[config.mk]
export PLATFORM = sky130hd
export DESIGN_NAME = sample_rate_estimator_unit_flat
export DESIGN_NICKNAME = d
export VERILOG_FILES = /design/src/hdl/sre_pkg.sv /design/src/hdl/sre_if.sv /design/src/hdl/sample_rate_estimator_unit.sv /design/src/hdl/sre_window.sv /design/src/hdl/sre_divider.sv /design/src/flat_wrapper.sv
export SDC_FILE = /design/constraint.sdc
export NUM_CORES = 2
export LEC_CHECK = 0
export BUFFER_PORTS_ARGS = -buffer_cell sky130_fd_sc_hd__buf_2
export CORE_UTILIZATION = 35
export CTS_CLUSTER_DIAMETER = 30
export DETAILED_ROUTE_END_ITERATION = 8
export SYNTH_ARGS = -nofsm -noshare
export SYNTH_HDL_FRONTEND = slang
export SYNTH_SLANG_ARGS = --single-unit
[constraint.sdc]
create_clock -name clk_i -period 7.3 [get_ports clk_i]
set_input_delay 0.365 -clock clk_i [delete_from_list [all_inputs] [get_ports clk_i]]
set_output_delay 0.365 -clock clk_i [all_outputs]
set_load 0.01 [all_outputs]
[src/hdl/sre_pkg.sv]
`timescale 1ns / 1ps
`default_nettype none
// ----------------------------------------------------------------------------
// Sample rate estimator package
// Shared widths, constants, register indexes and types of the estimator.
// ----------------------------------------------------------------------------
package sre_pkg;

  // Number of intervals held in the sliding window.
  localparam int unsigned Window = 16;

  localparam int unsigned TsW    = 48;
  localparam int unsigned PtrW   = $clog2(Window);
  localparam int unsigned SkipW  = $clog2(Window + 1);
  localparam int unsigned ElapW  = TsW + PtrW + 1;
  localparam int unsigned CountW = $clog2(Window + 256 + 1);
  localparam int unsigned WarmW  = 8;
  localparam int unsigned FreqW  = 28;
  localparam int unsigned CfgIdxW  = 8;
  localparam int unsigned CfgDataW = 48;

  // 1e6 Hz per microsecond, times 256 for the Q.8 fraction.
  localparam longint unsigned ScaleQ8 = 64'd256000000;
  localparam int unsigned NumW = $clog2(ScaleQ8 * Window + 1);
  localparam int unsigned DivCntW = $clog2(NumW + 1);

  localparam logic [CountW-1:0] CountMax = CountW'(Window + 256);

  localparam logic [TsW-1:0]   ThresholdReset = TsW'(5000000);
  localparam logic [WarmW-1:0] WarmupReset    = WarmW'(10);

  // Configuration register indexes.
  localparam logic [CfgIdxW-1:0] RegOutlierThreshold = CfgIdxW'(0);
  localparam logic [CfgIdxW-1:0] RegWarmupExtra      = CfgIdxW'(1);

  typedef struct packed {
    logic           skip;
    logic [TsW-1:0] span;
  } entry_t;

  // Step strobes from the sequencer to the window.
  typedef struct packed {
    logic load;
    logic retire;
    logic commit;
  } win_ctrl_t;

  // Window totals seen by the sequencer.
  typedef struct packed {
    logic [SkipW-1:0]  skip_total;
    logic [ElapW-1:0]  elapsed;
    logic [CountW-1:0] count;
  } win_stat_t;

  typedef enum logic [2:0] {
    ST_IDLE,
    ST_RETIRE,
    ST_COMMIT,
    ST_PREP,
    ST_DIV,
    ST_DONE
  } state_e;

endpackage
`default_nettype wire

[src/hdl/sre_if.sv]
`timescale 1ns / 1ps
`default_nettype none
// ----------------------------------------------------------------------------
// Sample rate estimator channels
// Valid/ready channels for timestamps, results and configuration writes.
// ----------------------------------------------------------------------------
interface sre_sample_if;
  logic                       valid;
  logic                       ready;
  logic [sre_pkg::TsW-1:0]    timestamp_us;

  modport source (output valid, output timestamp_us, input ready);
  modport sink   (input valid, input timestamp_us, output ready);
endinterface

interface sre_result_if;
  logic                        valid;
  logic                        ready;
  logic                        estimate_ready;
  logic [sre_pkg::FreqW-1:0]   freq_hz_q8;
  logic [sre_pkg::SkipW-1:0]   skipped_count;

  modport source (output valid, output estimate_ready, output freq_hz_q8,
                  output skipped_count, input ready);
  modport sink   (input valid, input estimate_ready, input freq_hz_q8,
                  input skipped_count, output ready);
endinterface

interface sre_cfg_if;
  logic                          valid;
  logic                          ready;
  logic [sre_pkg::CfgIdxW-1:0]   index;
  logic [sre_pkg::CfgDataW-1:0]  data;

  modport source (output valid, output index, output data, input ready);
  modport sink   (input valid, input index, input data, output ready);
endinterface
`default_nettype wire

[src/hdl/sample_rate_estimator_unit.sv]
`timescale 1ns / 1ps
`default_nettype none
// ----------------------------------------------------------------------------
// Sample rate estimator
// Sliding-window estimate of a sensor's sample rate from its timestamps.
// ----------------------------------------------------------------------------
// Usage:
//   sample_i carries one microsecond timestamp per sensor sample. Each
//   transfer on it produces exactly one transfer on result_o with the ready
//   flag, the rate in Hz as unsigned Q.8 and the count of skipped intervals
//   in the window. cfg_i writes the outlier threshold (index 0) and the
//   warm-up extra count (index 1); it is always ready and should be used
//   only while no sample is in flight.
//   The numerator is 32 bits wide for a 16-interval window. Three steps
//   (load, retire, commit) update the interval ring and its totals, a
//   prepare state loads the divider, and the bit-serial divider then gives
//   one quotient bit per cycle; the result register loads once it is free.
//   The divider sets the throughput; the block takes one sample at a time.
//   The result sits in an output register, so when the receiver stalls the
//   next sample is still taken and worked on; only the handoff of its result
//   waits until the register is free.
//   Reset clears the ring, the totals, the sample count and the previous
//   timestamp, and restores both configuration registers to their defaults.
// ----------------------------------------------------------------------------
module sample_rate_estimator_unit (
  input  wire logic             clk_i,
  input  wire logic             rst_ni,
  sre_sample_if.sink            sample_i,
  sre_result_if.source          result_o,
  sre_cfg_if.sink               cfg_i
);

  sre_pkg::state_e                state_q, state_d;
  sre_pkg::win_ctrl_t             win_ctrl;
  sre_pkg::win_stat_t             win_stat;

  logic [sre_pkg::TsW-1:0]        threshold_q;
  logic [sre_pkg::WarmW-1:0]      warmup_q;

  logic                           sample_xfer;
  logic                           div_start;
  logic                           div_done;
  logic [sre_pkg::NumW-1:0]       numerator;
  logic [sre_pkg::NumW-1:0]       quotient;
  logic [sre_pkg::SkipW-1:0]      live_count;
  logic [sre_pkg::CountW-1:0]     ready_limit;
  logic                           est_ready;
  logic [sre_pkg::FreqW-1:0]      freq;
  logic                           out_load;

  logic                           out_valid_q;
  logic                           out_ready_q;
  logic [sre_pkg::FreqW-1:0]      out_freq_q;
  logic [sre_pkg::SkipW-1:0]      out_skip_q;

  // Configuration registers. Writes beyond the register list are dropped.
  assign cfg_i.ready = 1'b1;

  always_ff @(posedge clk_i or negedge rst_ni) begin
    if (!rst_ni) begin
      threshold_q <= sre_pkg::ThresholdReset;
      warmup_q    <= sre_pkg::WarmupReset;
    end else if (cfg_i.valid) begin
      unique case (cfg_i.index)
        sre_pkg::RegOutlierThreshold: threshold_q <= cfg_i.data[sre_pkg::TsW-1:0];
        sre_pkg::RegWarmupExtra:      warmup_q    <= cfg_i.data[sre_pkg::WarmW-1:0];
        default: ;
      endcase
    end
  end

  // Sequencer: ring update in three steps, then the serial division.
  assign sample_xfer = sample_i.valid && sample_i.ready;

  always_comb begin
    state_d = state_q;
    unique case (state_q)
      sre_pkg::ST_IDLE:   if (sample_xfer) state_d = sre_pkg::ST_RETIRE;
      sre_pkg::ST_RETIRE: state_d = sre_pkg::ST_COMMIT;
      sre_pkg::ST_COMMIT: state_d = sre_pkg::ST_PREP;
      sre_pkg::ST_PREP:   state_d = sre_pkg::ST_DIV;
      sre_pkg::ST_DIV:    if (div_done) state_d = sre_pkg::ST_DONE;
      sre_pkg::ST_DONE:   if (!out_valid_q || result_o.ready) state_d = sre_pkg::ST_IDLE;
      default:            state_d = sre_pkg::ST_IDLE;
    endcase
  end

  always_comb begin
    sample_i.ready  = 1'b0;
    win_ctrl        = '0;
    div_start       = 1'b0;
    out_load        = 1'b0;
    unique case (state_q)
      sre_pkg::ST_IDLE: begin
        sample_i.ready = 1'b1;
        win_ctrl.load  = sample_i.valid;
      end
      sre_pkg::ST_RETIRE: win_ctrl.retire = 1'b1;
      sre_pkg::ST_COMMIT: win_ctrl.commit = 1'b1;
      sre_pkg::ST_PREP:   div_start       = 1'b1;
      sre_pkg::ST_DIV:    ;
      sre_pkg::ST_DONE:   out_load = !out_valid_q || result_o.ready;
      default:            ;
    endcase
  end

  always_ff @(posedge clk_i or negedge rst_ni) begin
    if (!rst_ni) begin
      state_q <= sre_pkg::ST_IDLE;
    end else begin
      state_q <= state_d;
    end
  end

  sre_window u_window (
    .clk_i       (clk_i),
    .rst_ni      (rst_ni),
    .ctrl_i      (win_ctrl),
    .ts_i        (sample_i.timestamp_us),
    .threshold_i (threshold_q),
    .stat_o      (win_stat)
  );

  // Numerator: 256e6 times the number of intervals that were not skipped.
  // The factor is at most the window size, so this is a small constant
  // product.
  always_comb begin
    live_count = sre_pkg::SkipW'(sre_pkg::Window) - win_stat.skip_total;
    numerator  = sre_pkg::NumW'(sre_pkg::NumW'(sre_pkg::ScaleQ8) *
                                sre_pkg::NumW'(live_count));
  end

  sre_divider u_divider (
    .clk_i   (clk_i),
    .rst_ni  (rst_ni),
    .start_i (div_start),
    .num_i   (numerator),
    .den_i   (win_stat.elapsed),
    .done_o  (div_done),
    .quot_o  (quotient)
  );

  // Result shaping. The estimate is valid once the sample count passes the
  // window size plus the warm-up extra. With every interval skipped, or no
  // elapsed time at all, the rate reads zero; an overlarge quotient
  // saturates.
  always_comb begin
    ready_limit = sre_pkg::CountW'(sre_pkg::Window) + sre_pkg::CountW'(warmup_q);
    est_ready   = win_stat.count > ready_limit;
    if (!est_ready || (win_stat.skip_total >= sre_pkg::SkipW'(sre_pkg::Window)) ||
        (win_stat.elapsed == '0)) begin
      freq = '0;
    end else if (|quotient[sre_pkg::NumW-1:sre_pkg::FreqW]) begin
      freq = '1;
    end else begin
      freq = quotient[sre_pkg::FreqW-1:0];
    end
  end

  // Output register: holds a finished result while the receiver stalls.
  always_ff @(posedge clk_i or negedge rst_ni) begin
    if (!rst_ni) begin
      out_valid_q <= 1'b0;
    end else if (out_load) begin
      out_valid_q <= 1'b1;
    end else if (result_o.ready) begin
      out_valid_q <= 1'b0;
    end
  end

  always_ff @(posedge clk_i) begin
    if (out_load) begin
      out_ready_q <= est_ready;
      out_freq_q  <= freq;
      out_skip_q  <= est_ready ? win_stat.skip_total : '0;
    end
  end

  assign result_o.valid          = out_valid_q;
  assign result_o.estimate_ready = out_ready_q;
  assign result_o.freq_hz_q8     = out_freq_q;
  assign result_o.skipped_count  = out_skip_q;

endmodule
`default_nettype wire

[src/hdl/sre_window.sv]
`timescale 1ns / 1ps
`default_nettype none
// ----------------------------------------------------------------------------
// Sample rate estimator window
// Interval ring with running elapsed and skip totals, updated in three steps.
// ----------------------------------------------------------------------------
module sre_window (
  input  wire logic                      clk_i,
  input  wire logic                      rst_ni,
  input  wire sre_pkg::win_ctrl_t        ctrl_i,
  input  wire logic [sre_pkg::TsW-1:0]   ts_i,
  input  wire logic [sre_pkg::TsW-1:0]   threshold_i,
  output sre_pkg::win_stat_t             stat_o
);

  sre_pkg::entry_t               ring_q [sre_pkg::Window];
  sre_pkg::entry_t               entry_q, entry_d, old_entry;
  logic [sre_pkg::PtrW-1:0]      ptr_q;
  logic [sre_pkg::TsW-1:0]       last_q, ts_q, dt;
  logic [sre_pkg::CountW-1:0]    count_q;
  logic [sre_pkg::ElapW-1:0]     elapsed_q;
  logic [sre_pkg::SkipW-1:0]     skip_q;
  logic                          first_q;
  logic                          newer;

  // Classify the incoming interval.
  always_comb begin
    newer         = ts_i > last_q;
    dt            = ts_i - last_q;
    entry_d.span  = newer ? dt : '0;
    entry_d.skip  = !newer || (dt > threshold_i);
  end

  assign old_entry = ring_q[ptr_q];

  always_ff @(posedge clk_i or negedge rst_ni) begin
    if (!rst_ni) begin
      for (int i = 0; i < int'(sre_pkg::Window); i++) begin
        ring_q[i] <= '0;
      end
      ptr_q     <= '0;
      last_q    <= '0;
      count_q   <= '0;
      elapsed_q <= '0;
      skip_q    <= '0;
      first_q   <= 1'b0;
      entry_q   <= '0;
      ts_q      <= '0;
    end else begin
      if (ctrl_i.load) begin
        entry_q <= entry_d;
        ts_q    <= ts_i;
        first_q <= (count_q == '0);
      end
      // Take the oldest interval out of the totals.
      if (ctrl_i.retire && !first_q) begin
        elapsed_q <= elapsed_q - sre_pkg::ElapW'(old_entry.span);
        skip_q    <= skip_q - sre_pkg::SkipW'(old_entry.skip);
      end
      if (ctrl_i.commit) begin
        if (!first_q) begin
          ring_q[ptr_q] <= entry_q;
          elapsed_q     <= elapsed_q + sre_pkg::ElapW'(entry_q.span);
          skip_q        <= skip_q + sre_pkg::SkipW'(entry_q.skip);
          ptr_q         <= (ptr_q == sre_pkg::PtrW'(sre_pkg::Window - 1)) ? '0
                                                                          : ptr_q + 1'b1;
        end
        last_q <= ts_q;
        if (count_q < sre_pkg::CountMax) begin
          count_q <= count_q + 1'b1;
        end
      end
    end
  end

  assign stat_o.skip_total = skip_q;
  assign stat_o.elapsed    = elapsed_q;
  assign stat_o.count      = count_q;

endmodule
`default_nettype wire

[src/hdl/sre_divider.sv]
`timescale 1ns / 1ps
`default_nettype none
// ----------------------------------------------------------------------------
// Sample rate estimator divider
// Bit-serial restoring divider, one quotient bit per cycle, MSB first.
// ----------------------------------------------------------------------------
module sre_divider (
  input  wire logic                         clk_i,
  input  wire logic                         rst_ni,
  input  wire logic                         start_i,
  input  wire logic [sre_pkg::NumW-1:0]     num_i,
  input  wire logic [sre_pkg::ElapW-1:0]    den_i,
  output logic                              done_o,
  output logic [sre_pkg::NumW-1:0]          quot_o
);

  // The numerator shifts out of the top of acc_q while quotient bits
  // shift in at the bottom.
  logic [sre_pkg::NumW-1:0]    acc_q, acc_d;
  logic [sre_pkg::ElapW-1:0]   rem_q, rem_d, den_q;
  logic [sre_pkg::ElapW:0]     rem_sh;
  logic [sre_pkg::DivCntW-1:0] cnt_q;
  logic                        busy_q;
  logic                        fits;

  always_comb begin
    rem_sh = {rem_q, acc_q[sre_pkg::NumW-1]};
    fits   = rem_sh >= {1'b0, den_q};
    rem_d  = fits ? sre_pkg::ElapW'(rem_sh - {1'b0, den_q})
                  : sre_pkg::ElapW'(rem_sh);
    acc_d  = {acc_q[sre_pkg::NumW-2:0], fits};
  end

  always_ff @(posedge clk_i or negedge rst_ni) begin
    if (!rst_ni) begin
      busy_q <= 1'b0;
      cnt_q  <= '0;
    end else if (start_i) begin
      busy_q <= 1'b1;
      cnt_q  <= sre_pkg::DivCntW'(sre_pkg::NumW);
    end else if (busy_q) begin
      cnt_q  <= cnt_q - 1'b1;
      busy_q <= (cnt_q != sre_pkg::DivCntW'(1));
    end
  end

  always_ff @(posedge clk_i) begin
    if (start_i) begin
      acc_q <= num_i;
      rem_q <= '0;
      den_q <= den_i;
    end else if (busy_q) begin
      acc_q <= acc_d;
      rem_q <= rem_d;
    end
  end

  assign done_o = busy_q && (cnt_q == sre_pkg::DivCntW'(1));
  assign quot_o = acc_q;

endmodule
`default_nettype wire

[src/flat_wrapper.sv]
// flat-port wrapper written by rule: the top's interface ports become plain ports
module sample_rate_estimator_unit_flat 
  (clk_i, rst_ni, sample_i_valid, sample_i_timestamp_us, sample_i_ready, result_o_valid, result_o_estimate_ready, result_o_freq_hz_q8, result_o_skipped_count, result_o_ready, cfg_i_valid, cfg_i_index, cfg_i_data, cfg_i_ready);
  sre_sample_if sample_i_i ();
  sre_result_if result_o_i ();
  sre_cfg_if cfg_i_i ();
  input  wire logic clk_i;
  input  wire logic rst_ni;
  input wire logic [$bits(sample_i_i.valid)-1:0] sample_i_valid;
  input wire logic [$bits(sample_i_i.timestamp_us)-1:0] sample_i_timestamp_us;
  output wire logic [$bits(sample_i_i.ready)-1:0] sample_i_ready;
  output wire logic [$bits(result_o_i.valid)-1:0] result_o_valid;
  output wire logic [$bits(result_o_i.estimate_ready)-1:0] result_o_estimate_ready;
  output wire logic [$bits(result_o_i.freq_hz_q8)-1:0] result_o_freq_hz_q8;
  output wire logic [$bits(result_o_i.skipped_count)-1:0] result_o_skipped_count;
  input wire logic [$bits(result_o_i.ready)-1:0] result_o_ready;
  input wire logic [$bits(cfg_i_i.valid)-1:0] cfg_i_valid;
  input wire logic [$bits(cfg_i_i.index)-1:0] cfg_i_index;
  input wire logic [$bits(cfg_i_i.data)-1:0] cfg_i_data;
  output wire logic [$bits(cfg_i_i.ready)-1:0] cfg_i_ready;
  assign sample_i_i.valid = sample_i_valid;
  assign sample_i_i.timestamp_us = sample_i_timestamp_us;
  assign sample_i_ready = sample_i_i.ready;
  assign result_o_valid = result_o_i.valid;
  assign result_o_estimate_ready = result_o_i.estimate_ready;
  assign result_o_freq_hz_q8 = result_o_i.freq_hz_q8;
  assign result_o_skipped_count = result_o_i.skipped_count;
  assign result_o_i.ready = result_o_ready;
  assign cfg_i_i.valid = cfg_i_valid;
  assign cfg_i_i.index = cfg_i_index;
  assign cfg_i_i.data = cfg_i_data;
  assign cfg_i_ready = cfg_i_i.ready;
  sample_rate_estimator_unit u_core (.clk_i(clk_i), .rst_ni(rst_ni), .sample_i(sample_i_i), .result_o(result_o_i), .cfg_i(cfg_i_i));
endmodule
==> flow_summary_export.csv <==
group,metric,value,unit
synth,synth_compound_area_share,10.1,%
die,die-area,0.190,mm^2
global_route,grt_usage,18.8,%
finish,layout_commonest_cell,"dfrtp_1",
timing,setup_tns,0,ns
setup_path,end_kind,"flip-flop",
place,gp_congestion,0.896,
timing,finClkSkew,0.0964,ns
global_route,grt_pass1_wl,280,mm
finish,layout_common_cells,"1,053 x dfrtp_1, 783 x mux2_2, 443 x nand2_1",
power,intPower,26.0,mW
status,status,"finished, final reports clean",
global_route,grt_max_degree,175,
timing,finalHoldViolations,0,
synth,synth_warnings,0,
finish,stdcell_area,0.0802,mm^2
clocking,cts_buffers,303,
place,numPortBuffers,144,
synth,netlist_instances,5591,
synth,synth-xor-area-share,2.92,%
finish,fin_nets,6274,
finish,areaGrowthSynthToFinish,22.0,%
synth,synth-simple-area-share,7.28,%
place,postPlaceCellArea,0.0690,mm^2
timing,period_needed,5.69,ns
power,powerDensity,520,mW/mm^2
synth,ys.flop_type,"dfrtp_1",
timing,setup-violations-final,0,
synth,synth.avg_cell_area,11.8,um^2
hold_path,hp-class,"in2reg",
clocking,cts_setup_buffers,0,
power,switching_share,37.6,%
power,switching_power,15.7,mW
synth,synthAdderAreaFrac,5.88,%
detailed_routing,drt-total-wl,179,mm
synth,yosysSeqAreaShare,47.5,%
detailed_routing,dr_total_vias,46000,
global_route,antenna_found_initial,7,
synth,synth_nets,6003,
clocking,clk_pin_slew_worst_paths,0.05,ns
die,ios,146,
global_route,grt_pass1_vias,46900,
die,die_x,435,um
setup_path,critical_path_arrival,6.40,ns
clocking,root_buffer,"clkbuf_16",
synth,synth_top_family_by_area,"multiplexers",
timing,slew_viol_final,0,
clocking,clk_latency,0.93,ns
synth,synthMuxAreaShare,22.6,%
detailed_routing,ant_nets,0,
timing,max_slew_margin,22.2,%
global_route,gr-total-overflow,0,
detailed_routing,drt-pass1-iter-count,6,
die,die_h,435,um
synth,synth-seq-cells,1240,
timing,rsz0062_at_grt,"false",
power,p_clk_share,32.3,%
setup_path,startpoint_type,"flip-flop",
detailed_routing,drtIter0Drc,3575,
synth,synth_cell_types,85,
flow_run,max_cap_violations,0,
synth,synth_area,0.0658,mm^2
power,seq_power_share,26.7,%
die,core_area,0.186,mm^2
setup_path,critical_path.max_fanout,36,
synth,async_flop_share,86.1,%
timing,worstMarginPinSlew,1.17,ns
place,dpl.hpwl,113,mm
power,ir_drop,0.000386,V
die,rows,158,
timing,max_freq,176,MHz
clocking,cts_tree,"built",
power,p_leak,37.1,nW
power,power_frac_comb,41.0,%
detailed_routing,wire_per_inst,20.8,um
detailed_routing,drcViolationCount,0,
synth,synth_edf_count,105,
power,p_total,41.7,mW
die,initial_core_util,35.3,%
timing,timing.final.crit_share,78.0,%
detailed_routing,viasPerCell,5.37,
finish,drive_above_1_share,29.9,%
clocking,cts.sinks,1240,
clocking,clockBufferDepth,4,
setup_path,worstPathRequired,8.01,ns
clocking,htreeDepth,5,
setup_path,crit_type,"reg2reg",
==> stage by stage <==
stage               hold WS, ns  util (%)  instances  worst slack [ns]
CTS                      0.0265      43.1       8568              1.56
global route             0.0638      43.1       8568              1.19
floorplan                0.0694         -       5591              2.13
finish                   0.0782      43.1       8569              1.61
global placement          0.396      37.1       7939              1.72
detailed placement        0.400      37.1       7939              1.66
==> power by group through the flow <==
stage	registers (mW)	logic (mW)	clock network [mW]
2_1_floorplan	10.1	13.5	0
3_3_place_gp	11.1	16.7	0
3_5_place_dp	11.2	16.9	0
4_1_cts	11.1	17.1	13.7
5_1_grt	11.4	19.0	14.0
6_report	11.1	17.1	13.5
==> critical path, stage by stage (launching register included) <==
cell and delay, ns:
dfrtp_4 0.90, buf_4 0.72, mux4_2 0.63, mux4_2 0.48
inv_1 0.08, ha_1 0.28, and3_1 0.24, a31oi_1 0.16
o21ai_0 0.10, a21oi_1 0.29, o211a_1 0.29, o21ai_1 0.17
a211oi_1 0.33, o31ai_1 0.15, xor2_1 0.15, nor2_1 0.06
a2111oi_1 0.41
==> flip-flops by register name, summed over array words and instances, names as in the netlist, 9 cells and up <==
signal and cells:
u_core.u_window.ring_q 784, u_core.u_divider.quot_o 32, u_core.u_window.last_q 48, u_core.u_window.count_q 9, u_core.u_window.entry_q 49, u_core.result_o.freq_hz_q8 28, u_core.u_divider.den_q 53, u_core.u_window.ts_q 48
u_core.u_divider.rem_q 53, u_core.u_window.elapsed_q 53, u_core.threshold_q 48
==> final timing paths <==
check	from	to	slack, ns	depth (start not counted)
worst max-delay path	u_core.u_window.ptr_q[0]$_DFFE_PN0P_	u_core.u_window.elapsed_q[46]$_DFF_PN0_	1.61	16
worst min-delay path	result_o_ready	u_core.state_q[0]$_DFFE_PN0P_	0.08	4
worst max register to register	u_core.u_window.ptr_q[0]$_DFFE_PN0P_	u_core.u_window.elapsed_q[46]$_DFF_PN0_	1.61	16
worst min register to register	u_core.u_window.ts_q[21]$_DFFE_PN0P_	u_core.u_window.last_q[21]$_DFFE_PN0P_	0.47	2
max in group asynchronous	rst_ni	u_core.u_window.ptr_q[1]$_DFFE_PN0P_	5.33	4
min in group asynchronous	rst_ni	u_core.result_o.valid$_DFFE_PN0P_	0.09	2
==> synthesized netlist by cell type (28+ instances only) <==
master / n / area, um^2
dfrtp_1: 1058 / 26500
mux2_2: 783 / 8820
nand2_1: 452 / 1700
ha_1: 293 / 3670
inv_1: 286 / 1070
o21ai_0: 283 / 1420
a21oi_1: 275 / 1380
nor2_1: 249 / 935
mux4_2: 245 / 5520
clkbuf_1: 230 / 863
xnor2_1: 131 / 1150
a21o_1: 108 / 811
edfxtp_1: 105 / 3150
buf_1: 92 / 345
xor2_1: 88 / 771
nand3_1: 78 / 390
a211oi_1: 67 / 503
dfxtp_1: 67 / 1340
nand4_1: 64 / 400
mux2i_1: 55 / 551
a22o_1: 48 / 420
nor3_1: 48 / 240
o21bai_1: 38 / 285
a31oi_1: 35 / 219
o21a_1: 31 / 233
nand2b_1: 30 / 188
nor2b_1: 28 / 175
==> routing by layer <==
layer  part of all wire, %  global-route usage (%)  up-vias  routed length [um]
met3                   6.1                    3.91      316               10900
met2                    45                    29.0     1330               80600
met1                    47                    26.6    23400               83200
met4                   2.1                    5.33        4                3830
met5                 0.015                       0        -                  27
li1                      -                       -    21000                   -
==> layout make-up <==
cell class,count,area (um^2)
Clock inverter,170,2110
Inverter,287,1080
Fill cell,16900,106000
Clock buffer,361,8150
Sequential cell,1240,31300
Timing Repair Buffer,313,2330
Tap cell,2480,3100
Multi-Input combinational cell,3717,32200
Antenna cell,1,2.50
==> cell families after synthesis <==
group,count (synthesis)
AO/OA/AOI/OAI,1047
XOR/XNOR,219
adder cells (fa/ha/maj),303
buffers and inverters,634
flip-flops,1240
multiplexers,1083
other,1
AND/OR/NAND/NOR,1064
==> timing repair <==
| action | 4_1_cts | 5_1_grt |
|---|---|---|
| hold buffers | 98 | 0 |
| resized for setup | 0 | 0 |
| endpoints found under the hold margin | 179 | 0 |
Note: power is estimated with default switching activity, not from simulation.
